==> config.mk <==
export PLATFORM = sky130hd
export DESIGN_NAME = adc_spi_channel_sequencer
export DESIGN_NICKNAME = d
export VERILOG_FILES = /design/src/rtl/core/adcseq_pkg.sv /design/src/rtl/core/adc_spi_channel_sequencer.sv /design/src/rtl/core/adcseq_update.sv
export SDC_FILE = /design/constraint.sdc
export NUM_CORES = 1
export LEC_CHECK = 0
export BUFFER_PORTS_ARGS = -buffer_cell sky130_fd_sc_hd__buf_4
export CAP_MARGIN = 10
export CORE_ASPECT_RATIO = 0.5
export CORE_MARGIN = 3
export CORE_UTILIZATION = 60
export DETAILED_ROUTE_END_ITERATION = 10
export GPL_ROUTABILITY_DRIVEN = 0
export HOLD_SLACK_MARGIN = 0.08
export PLACE_DENSITY = 0.79
export RECOVER_POWER = 50
export SETUP_SLACK_MARGIN = 0.05
export SLEW_MARGIN = 20
export SYNTH_ARGS = -nofsm -noshare
export SYNTH_HDL_FRONTEND = slang
export SYNTH_SLANG_ARGS = --single-unit
export TNS_END_PERCENT = 1
==> constraint.sdc <==
create_clock -name i_clk -period 7.1 [get_ports i_clk]
set_clock_uncertainty 0.1 [all_clocks]
set_input_delay 1.42 -clock i_clk [delete_from_list [all_inputs] [get_ports i_clk]]
set_output_delay 1.42 -clock i_clk [all_outputs]
set_load 0.05 [all_outputs]
==> src/rtl/core/adcseq_pkg.sv <==
// Package for the ADC channel sequencer: state and result types, word decode
// constants and sequencer mode codes. No dependencies.
package adcseq_pkg;

    localparam int          NUM_CHANNELS_DEF = 8;
    localparam logic [15:0] RESET_MASK       = 16'hfffc;
    localparam logic [1:0]  MODE_SINGLE      = 2'h0;
    localparam logic [1:0]  MODE_SCAN_TEMP   = 2'h2;
    localparam logic [1:0]  MODE_SCAN        = 2'h3;
    localparam logic [3:0]  TEMP_SLOT        = 4'd8;
    localparam logic [2:0]  DEFAULT_LAST     = 3'd7;
    localparam int          CFG_BIT          = 15;
    localparam int          CHAN_LSB         = 9;
    localparam int          MODE_LSB         = 3;

    typedef struct packed {
        logic [3:0] tx_index;
        logic [3:0] acq_index;
        logic [3:0] seq_index;
        logic [2:0] last_channel;
        logic [1:0] scan_mode;
        logic       reset_seen;
    } t_seq_state;

    typedef struct packed {
        logic [3:0] tx_channel;
        logic [3:0] acq_channel;
        logic [3:0] next_channel;
        logic       reset_taken;
        logic       config_taken;
    } t_result;

endpackage

==> src/rtl/core/adc_spi_channel_sequencer.sv <==
// Top level of the ADC channel sequencer: input register, sequencer state,
// result register with skid stage. Depends on adcseq_pkg and adcseq_update.
//
//   channel  | handshake               | payload
//   input    | i_in_valid, o_in_stall  | i_rx_word
//   result   | o_out_valid, i_out_stall| o_tx_channel, o_acq_channel, o_next_channel,
//            |                         | o_reset_taken, o_config_taken
//
// One word per cycle is accepted unless o_in_stall is high; a word passes the input
// register and then the result register. The input register and the state update
// form the only path, so the rate is set by the combinational state update. Reset
// clears the pipeline and the sequencer state (last channel 7, scan mode). A result
// stalled at the output moves to a skid stage; input stalls only when both output stages are full.
module adc_spi_channel_sequencer
    import adcseq_pkg::*;
#(
    parameter int NUM_CHANNELS = NUM_CHANNELS_DEF
) (
    input  logic        i_clk,
    input  logic        i_rst_n,
    input  logic        i_in_valid,
    output logic        o_in_stall,
    input  logic [15:0] i_rx_word,
    output logic        o_out_valid,
    input  logic        i_out_stall,
    output logic [3:0]  o_tx_channel,
    output logic [3:0]  o_acq_channel,
    output logic [3:0]  o_next_channel,
    output logic        o_reset_taken,
    output logic        o_config_taken
);

    logic        r_in_vld;
    logic [15:0] r_in_word;
    t_seq_state  r_state;
    t_seq_state  n_state;
    t_result     n_result;
    t_result     r_out;
    t_result     r_skid;
    logic        r_out_vld;
    logic        r_skid_vld;
    logic        proc;
    logic        take;
    logic        in_acc;

    adcseq_update #(
        .NUM_CHANNELS(NUM_CHANNELS)
    ) u_update (
        .i_state (r_state),
        .i_word  (r_in_word),
        .o_state (n_state),
        .o_result(n_result)
    );

    assign proc       = r_in_vld && !r_skid_vld;
    assign take       = r_out_vld && !i_out_stall;
    assign o_in_stall = r_in_vld && r_skid_vld;
    assign in_acc     = i_in_valid && !o_in_stall;

    always_ff @(posedge i_clk) begin
        if (!i_rst_n) begin
            r_in_vld             <= 1'b0;
            r_out_vld            <= 1'b0;
            r_skid_vld           <= 1'b0;
            r_state.tx_index     <= 4'd0;
            r_state.acq_index    <= 4'd0;
            r_state.seq_index    <= 4'd0;
            r_state.last_channel <= DEFAULT_LAST;
            r_state.scan_mode    <= MODE_SCAN;
            r_state.reset_seen   <= 1'b0;
        end else begin
            if (in_acc) begin
                r_in_vld <= 1'b1;
            end else if (proc) begin
                r_in_vld <= 1'b0;
            end
            if (proc) begin
                r_state <= n_state;
            end
            if (take) begin
                if (r_skid_vld) begin
                    r_skid_vld <= 1'b0;
                end else begin
                    r_out_vld <= proc;
                end
            end else if (proc) begin
                if (r_out_vld) begin
                    r_skid_vld <= 1'b1;
                end else begin
                    r_out_vld <= 1'b1;
                end
            end
        end
    end

    always_ff @(posedge i_clk) begin
        if (in_acc) begin
            r_in_word <= i_rx_word;
        end
        if (take) begin
            r_out <= r_skid_vld ? r_skid : n_result;
        end else if (proc && !r_out_vld) begin
            r_out <= n_result;
        end
        if (!take && proc && r_out_vld) begin
            r_skid <= n_result;
        end
    end

    assign o_out_valid    = r_out_vld;
    assign o_tx_channel   = r_out.tx_channel;
    assign o_acq_channel  = r_out.acq_channel;
    assign o_next_channel = r_out.next_channel;
    assign o_reset_taken  = r_out.reset_taken;
    assign o_config_taken = r_out.config_taken;

endmodule

==> src/rtl/core/adcseq_update.sv <==
// Next-state and result logic of the ADC channel sequencer for one word.
// Depends on adcseq_pkg.
module adcseq_update
    import adcseq_pkg::*;
#(
    parameter int NUM_CHANNELS = NUM_CHANNELS_DEF
) (
    input  t_seq_state  i_state,
    input  logic [15:0] i_word,
    output t_seq_state  o_state,
    output t_result     o_result
);

    localparam logic [2:0] TOP_CH = 3'(NUM_CHANNELS - 1);

    logic       is_reset;
    logic       did_reset;
    logic       did_cfg;
    logic [2:0] chan;
    logic [1:0] mode;
    logic [2:0] limit;
    logic [3:0] seq_inc;
    t_seq_state n_st;

    assign is_reset = (i_word & RESET_MASK) == RESET_MASK;
    assign chan     = i_word[CHAN_LSB +: 3];
    assign mode     = i_word[MODE_LSB +: 2];
    assign limit    = (i_state.last_channel > TOP_CH) ? TOP_CH : i_state.last_channel;
    assign seq_inc  = i_state.seq_index + 4'd1;

    always_comb begin
        n_st           = i_state;
        n_st.tx_index  = i_state.acq_index;
        n_st.acq_index = i_state.seq_index;
        did_reset      = 1'b0;
        did_cfg        = 1'b0;
        if (is_reset) begin
            if (i_state.reset_seen) begin
                n_st.last_channel = DEFAULT_LAST;
                n_st.seq_index    = 4'd0;
                n_st.scan_mode    = MODE_SCAN;
                n_st.reset_seen   = 1'b0;
                did_reset         = 1'b1;
            end else begin
                n_st.reset_seen = 1'b1;
            end
        end else begin
            n_st.reset_seen = 1'b0;
            if (i_word[CFG_BIT]) begin
                did_cfg = 1'b1;
                case (mode)
                    MODE_SINGLE: begin
                        n_st.seq_index = {1'b0, (chan > TOP_CH) ? TOP_CH : chan};
                        n_st.scan_mode = MODE_SINGLE;
                    end
                    MODE_SCAN, MODE_SCAN_TEMP: begin
                        n_st.last_channel = chan;
                        n_st.seq_index    = 4'd0;
                        n_st.scan_mode    = mode;
                    end
                    default: begin
                    end
                endcase
            end else if (i_state.seq_index == TEMP_SLOT) begin
                n_st.seq_index = 4'd0;
            end else if (i_state.scan_mode == MODE_SCAN
                         || i_state.scan_mode == MODE_SCAN_TEMP) begin
                if (seq_inc > {1'b0, limit}) begin
                    n_st.seq_index = (i_state.scan_mode == MODE_SCAN) ? 4'd0 : TEMP_SLOT;
                end else begin
                    n_st.seq_index = seq_inc;
                end
            end
        end
    end

    assign o_state               = n_st;
    assign o_result.tx_channel   = n_st.tx_index;
    assign o_result.acq_channel  = n_st.acq_index;
    assign o_result.next_channel = n_st.seq_index;
    assign o_result.reset_taken  = did_reset;
    assign o_result.config_taken = did_cfg;

endmodule
Word-level counts from Yosys, hierarchy flattened
Index checks and enable logic that the tools add are counted.
- bits in registers: 61
- output and inout bits: 16
- equality and inequality tests: 8
- muxes and demuxes: 26
- magnitude comparators: 3
- bitwise operators: 1
- reductions and logical operators: 26
- add/sub/neg operators: 1
- operators with widths (kind ; count):
    $mux 14 ; 3
    $mux 4 ; 5
    $eq 14x14->1 const B ; 1
    $mux 1 ; 10
    $mux 10 ; 1
    $reduce_bool 2->1 ; 5
    $mux 3 ; 3
    $mux 9 ; 1
    $eq 2x2->1 const B ; 4
    $pmux 4 s2 ; 1
    $reduce_and 4->1 ; 2
    $logic_and 1x1->1 ; 7
    $gt 3x3->1 const B ; 2
    $logic_not 1->1 ; 5
    $mux 5 ; 1
    $add 4x1->4 const B ; 1
    $eq 4x4->1 const B ; 1
    $gt 4x3->1 ; 1
    $ne 2x2->1 const B ; 2
    $pmux 2 s2 ; 1
    $reduce_and 2->1 ; 2
    $reduce_or 2->1 ; 2
    $reduce_bool 3->1 ; 1
    $logic_not 2->1 ; 1
    2 further kinds ; 2

Longest topological paths before layout
- depth after elaboration: 10
- depth in mapped cells: 8

Hierarchy
Synthesis repeated with hierarchy kept, for this count alone.
- cells, all modules: 226
- area, all modules: 2876.5 um^2
- by module, submodules not included (module ; cells an instance ; instances ; area an instance (um^2) ; sequential area each (um^2)):
    adc_spi_channel_sequencer ; 154 ; 1 ; 2328.5 ; 1741.7
    adcseq_update ; 72 ; 1 ; 548.0 ; 0.0

Worst setup path before layout
No wires, ideal clock.
- path type: input to register
- start: input i_out_stall
- end: register r_out (netlist bit o_acq_channel[3]) (data pin)
- stages on the path: 3
- path buffers: 1
- data arrival time: 2.362 ns
- required time: 6.740 ns
- slack: 4.378 ns
- library setup time: 0.260 ns
- path through: nand3b_1 > clkbuf_1 > mux2_2
- cells in the longest elaborated chain, start to end: 3
- RTL lines (what ; RTL line ; text):
    start, declared ; adc_spi_channel_sequencer.sv:25 ; input logic i_out_stall,
    $logic_not 1->1 ; adc_spi_channel_sequencer.sv:56 ; assign take = r_out_vld && !i_out_stall;
    $logic_and 1x1->1 ; adc_spi_channel_sequencer.sv:56 ;
    $mux 14 ; adc_spi_channel_sequencer.sv:100 ; if (take) begin
    end signal, assigned ; adc_spi_channel_sequencer.sv:101 ; r_out <= r_skid_vld ? r_skid : n_result;
    end signal, assigned ; adc_spi_channel_sequencer.sv:103 ; r_out <= n_result;
    end, declared ; adc_spi_channel_sequencer.sv:38 ; t_result r_out;
Every way passes these cells.
A chain may end at the register's enable or synchronous reset.

==> impl_metrics.tcl <==
set metrics [dict create \
    slowest_delay_ns 0.60 \
    via_count 1662 \
    finalNonFillerCells 287 \
    path_cells "inv_1 > ha_1 > ha_1 > a31oi_1 > a21oi_1 > a211o_2 > mux2_2" \
    routedWlPerCell_um 16.4 \
    crit_type "reg -> reg" \
    grt_pass1_vias 1569 \
    ioPinCount 36 \
    status "complete, no violations" \
    endpoint_kind "register" \
    timing.rr.end "o_next_channel[0]" \
    final_cell_mix "edfxtp_1 (42), nand2_1 (22), dfxtp_1 (17)" \
    worstPathArrival_ns 2.74 \
    max_slew.worst_pin.slew_ns 1.06 \
    fp.dieH_um 51.8 \
    cp_num_cells 7 \
    max-clock-path-buffers 2 \
    grt_max_degree 19 \
    synth_top_flop_cell "edfxtp_1" \
    synth_edf_count 42 \
    clockRootBuffer "clkbuf_8" \
    drtIter0Drc 111 \
    drc 0 \
    postSynthNetCount 221 \
    p_per_area_nw_per_um2 261 \
    yosysUniqueCellTypes 51 \
    synth_warnings 0 \
    postRouteAntennaNets 0 \
    worstHoldPathCells 0 \
    grt_pass1_wl_um 7730 \
    numCtsBuffers 9 \
    cts_tree "built" \
    cts_setup_buffers 0 \
    synth_top_area_cell "edfxtp_1" \
    cap_violations 0 \
    portBuffers 33 \
    yosysTopAreaCellShare_pct 50.0 \
    grt_overflow 0 \
    path_max_fanout 11 \
    mostFrequentLayoutCell "edfxtp_1" \
    dp_hpwl_um 3210 \
    slowest_stage "dfxtp_1" \
    cts_max_level 3 \
    synth_seq_cells 59 \
    period_share_pct 38.9 \
    ir_worst_vdd_mv 0.169 \
    wirelength_um 4710 \
    track_usage_pct 20.5 \
    rsz0062_at_grt "no" \
    period_minus_slack_ns 2.76 \
    place_inst 271 \
    hold_class "reg -> reg" \
    reg2reg_slack_ns 4.34 \
    die_area_sq_um 5060 \
    crit_top_cell "ha_1" \
    core_sq_um 3720 \
    start_util_pct 67.8 \
    crit_path_end "o_next_channel[0]" \
    num_antenna_cells 0 \
    areaGrowthSynthToFinish_pct 17.9 \
    netlist_instances 196 \
    clk_latency_ns 0.32 \
    fin_setup_tns_ns 0 \
    async_flop_share_pct 0 \
    max-slew-margin-rel_pct 28.9 \
    crit_buf_inv 1 \
    dieWidth_um 97.7 \
    cts_resized 0 \
    drive_above_1_share_pct 25.8 \
    synth_area_leaders "edfxtp_1 (50%), dfxtp_1 (14%), mux2_2 (4.5%), nand2_1 (3.3%), ha_1 (2.5%)" \
    drt-vias-per-instance 5.79 \
    max_freq_mhz 362 \
    final_area_sq_um 2970 \
    fillers 223 \
    worst_setup_path_start_kind "register" \
    syn_area_sq_um 2520 \
    path_clk_slew_ns 0.07 \
    critPathTopFamily "compound AO/OA/AOI/OAI gates" \
    setup_viol 0 \
    postCtsHoldBufs 0 \
    first_pass_iters 4 \
    r2r_cells 7 \
    p_leak_uw 0.00119 \
    post_dp_cell_area_sq_um 2790 \
    antenna_found_initial 0 \
    reg2reg_from "r_state[6]" \
    yosysSeqAreaShare_pct 63.6 \
    hold_viol 0 \
    clock_sinks 59 \
    cp-startpoint "r_state[6]" \
    syn-mean-instance-area_sq_um 12.9 \
    final_nets 256 \
    row_count 15 \
    slew_viol_final 0 \
    worstPathRequired_ns 7.08 \
]
## power breakdown
part / leakage (uW) / internal, uW / switching (uW)
clock network: 0.000103 / 197 / 124
registers: 0.000538 / 383 / 8.47
logic: 0.000544 / 22.5 / 40.5
total: 0.00119 / 602 / 173
## cell usage after synthesis, drive strengths merged (2+ instances only)
cell type  number
edfxtp         42
nand2          22
dfxtp          17
o21ai          12
mux2           11
nor2           10
inv             8
clkbuf          7
a21boi          6
a31oi           6
ha              5
mux2i           4
a21oi           3
buf             3
nand4           3
nor2b           3
a211o           2
and2            2
nand2b          2
nand3           2
nand3b          2
o211ai          2
o21a            2
o22ai           2
o32ai           2
or4             2
## worst min-delay path by stage
stage,end,slack (ns),start
after floorplan,r_skid[8],0.31,r_state[8]
after global placement,r_skid[11],0.34,r_state[11]
after detailed placement,r_skid[11],0.34,r_state[11]
after CTS,r_skid[11],0.36,r_state[11]
after global routing,r_skid[10],0.37,r_state[10]
final,r_skid[11],0.36,r_state[11]
## registers in the layout (all words and copies together), names as in the netlist, 4 cells and up
name / cells
r_in_word: 14
r_skid: 14
o_tx_channel: 4
o_next_channel: 4
o_acq_channel: 4
r_state: 14
## per-layer routing
layer / vias up / global-route usage, % / wire, um
met3: 4 / 7.50 / 347
met4: 0 / 6.67 / 21
met1: 801 / 25.2 / 2000
met5: - / 0 / 0
met2: 62 / 34.5 / 2350
li1: 795 / - / -
## final cells by class
class                           instances  area (sq um)  area share, %
Multi-Input combinational cell        119           823           27.7
Clock inverter                          5          77.6           2.61
Tap cell                               51          63.8           2.15
Timing Repair Buffer                   34           244           8.21
Inverter                                8          30.0           1.01
Clock buffer                           11           131           4.42
Sequential cell                        59          1600           53.9
## kinds of logic after synthesis
family / Yosys count / share of synthesized area (%)
xor+xnor: 2 / 0.695
fa+ha+maj: 5 / 2.48
mux: 15 / 6.65
flops: 59 / 63.6
simple gates: 54 / 11.4
compound gates: 43 / 12.0
buf+inv: 18 / 3.18
## per-stage QoR
step / power (uW) / worst slack [ns] / hold slack, ns / utilization, %
floorplan: 439 / 4.38 / 0.306 / -
global placement: 460 / 4.06 / 0.342 / 75.1
detailed placement: 462 / 4.01 / 0.345 / 75.1
CTS: 781 / 4.36 / 0.360 / 80.7
global route: 805 / 4.21 / 0.372 / 80.0
finish: 775 / 4.34 / 0.359 / 80.0
(Power assumes the default switching activity.)
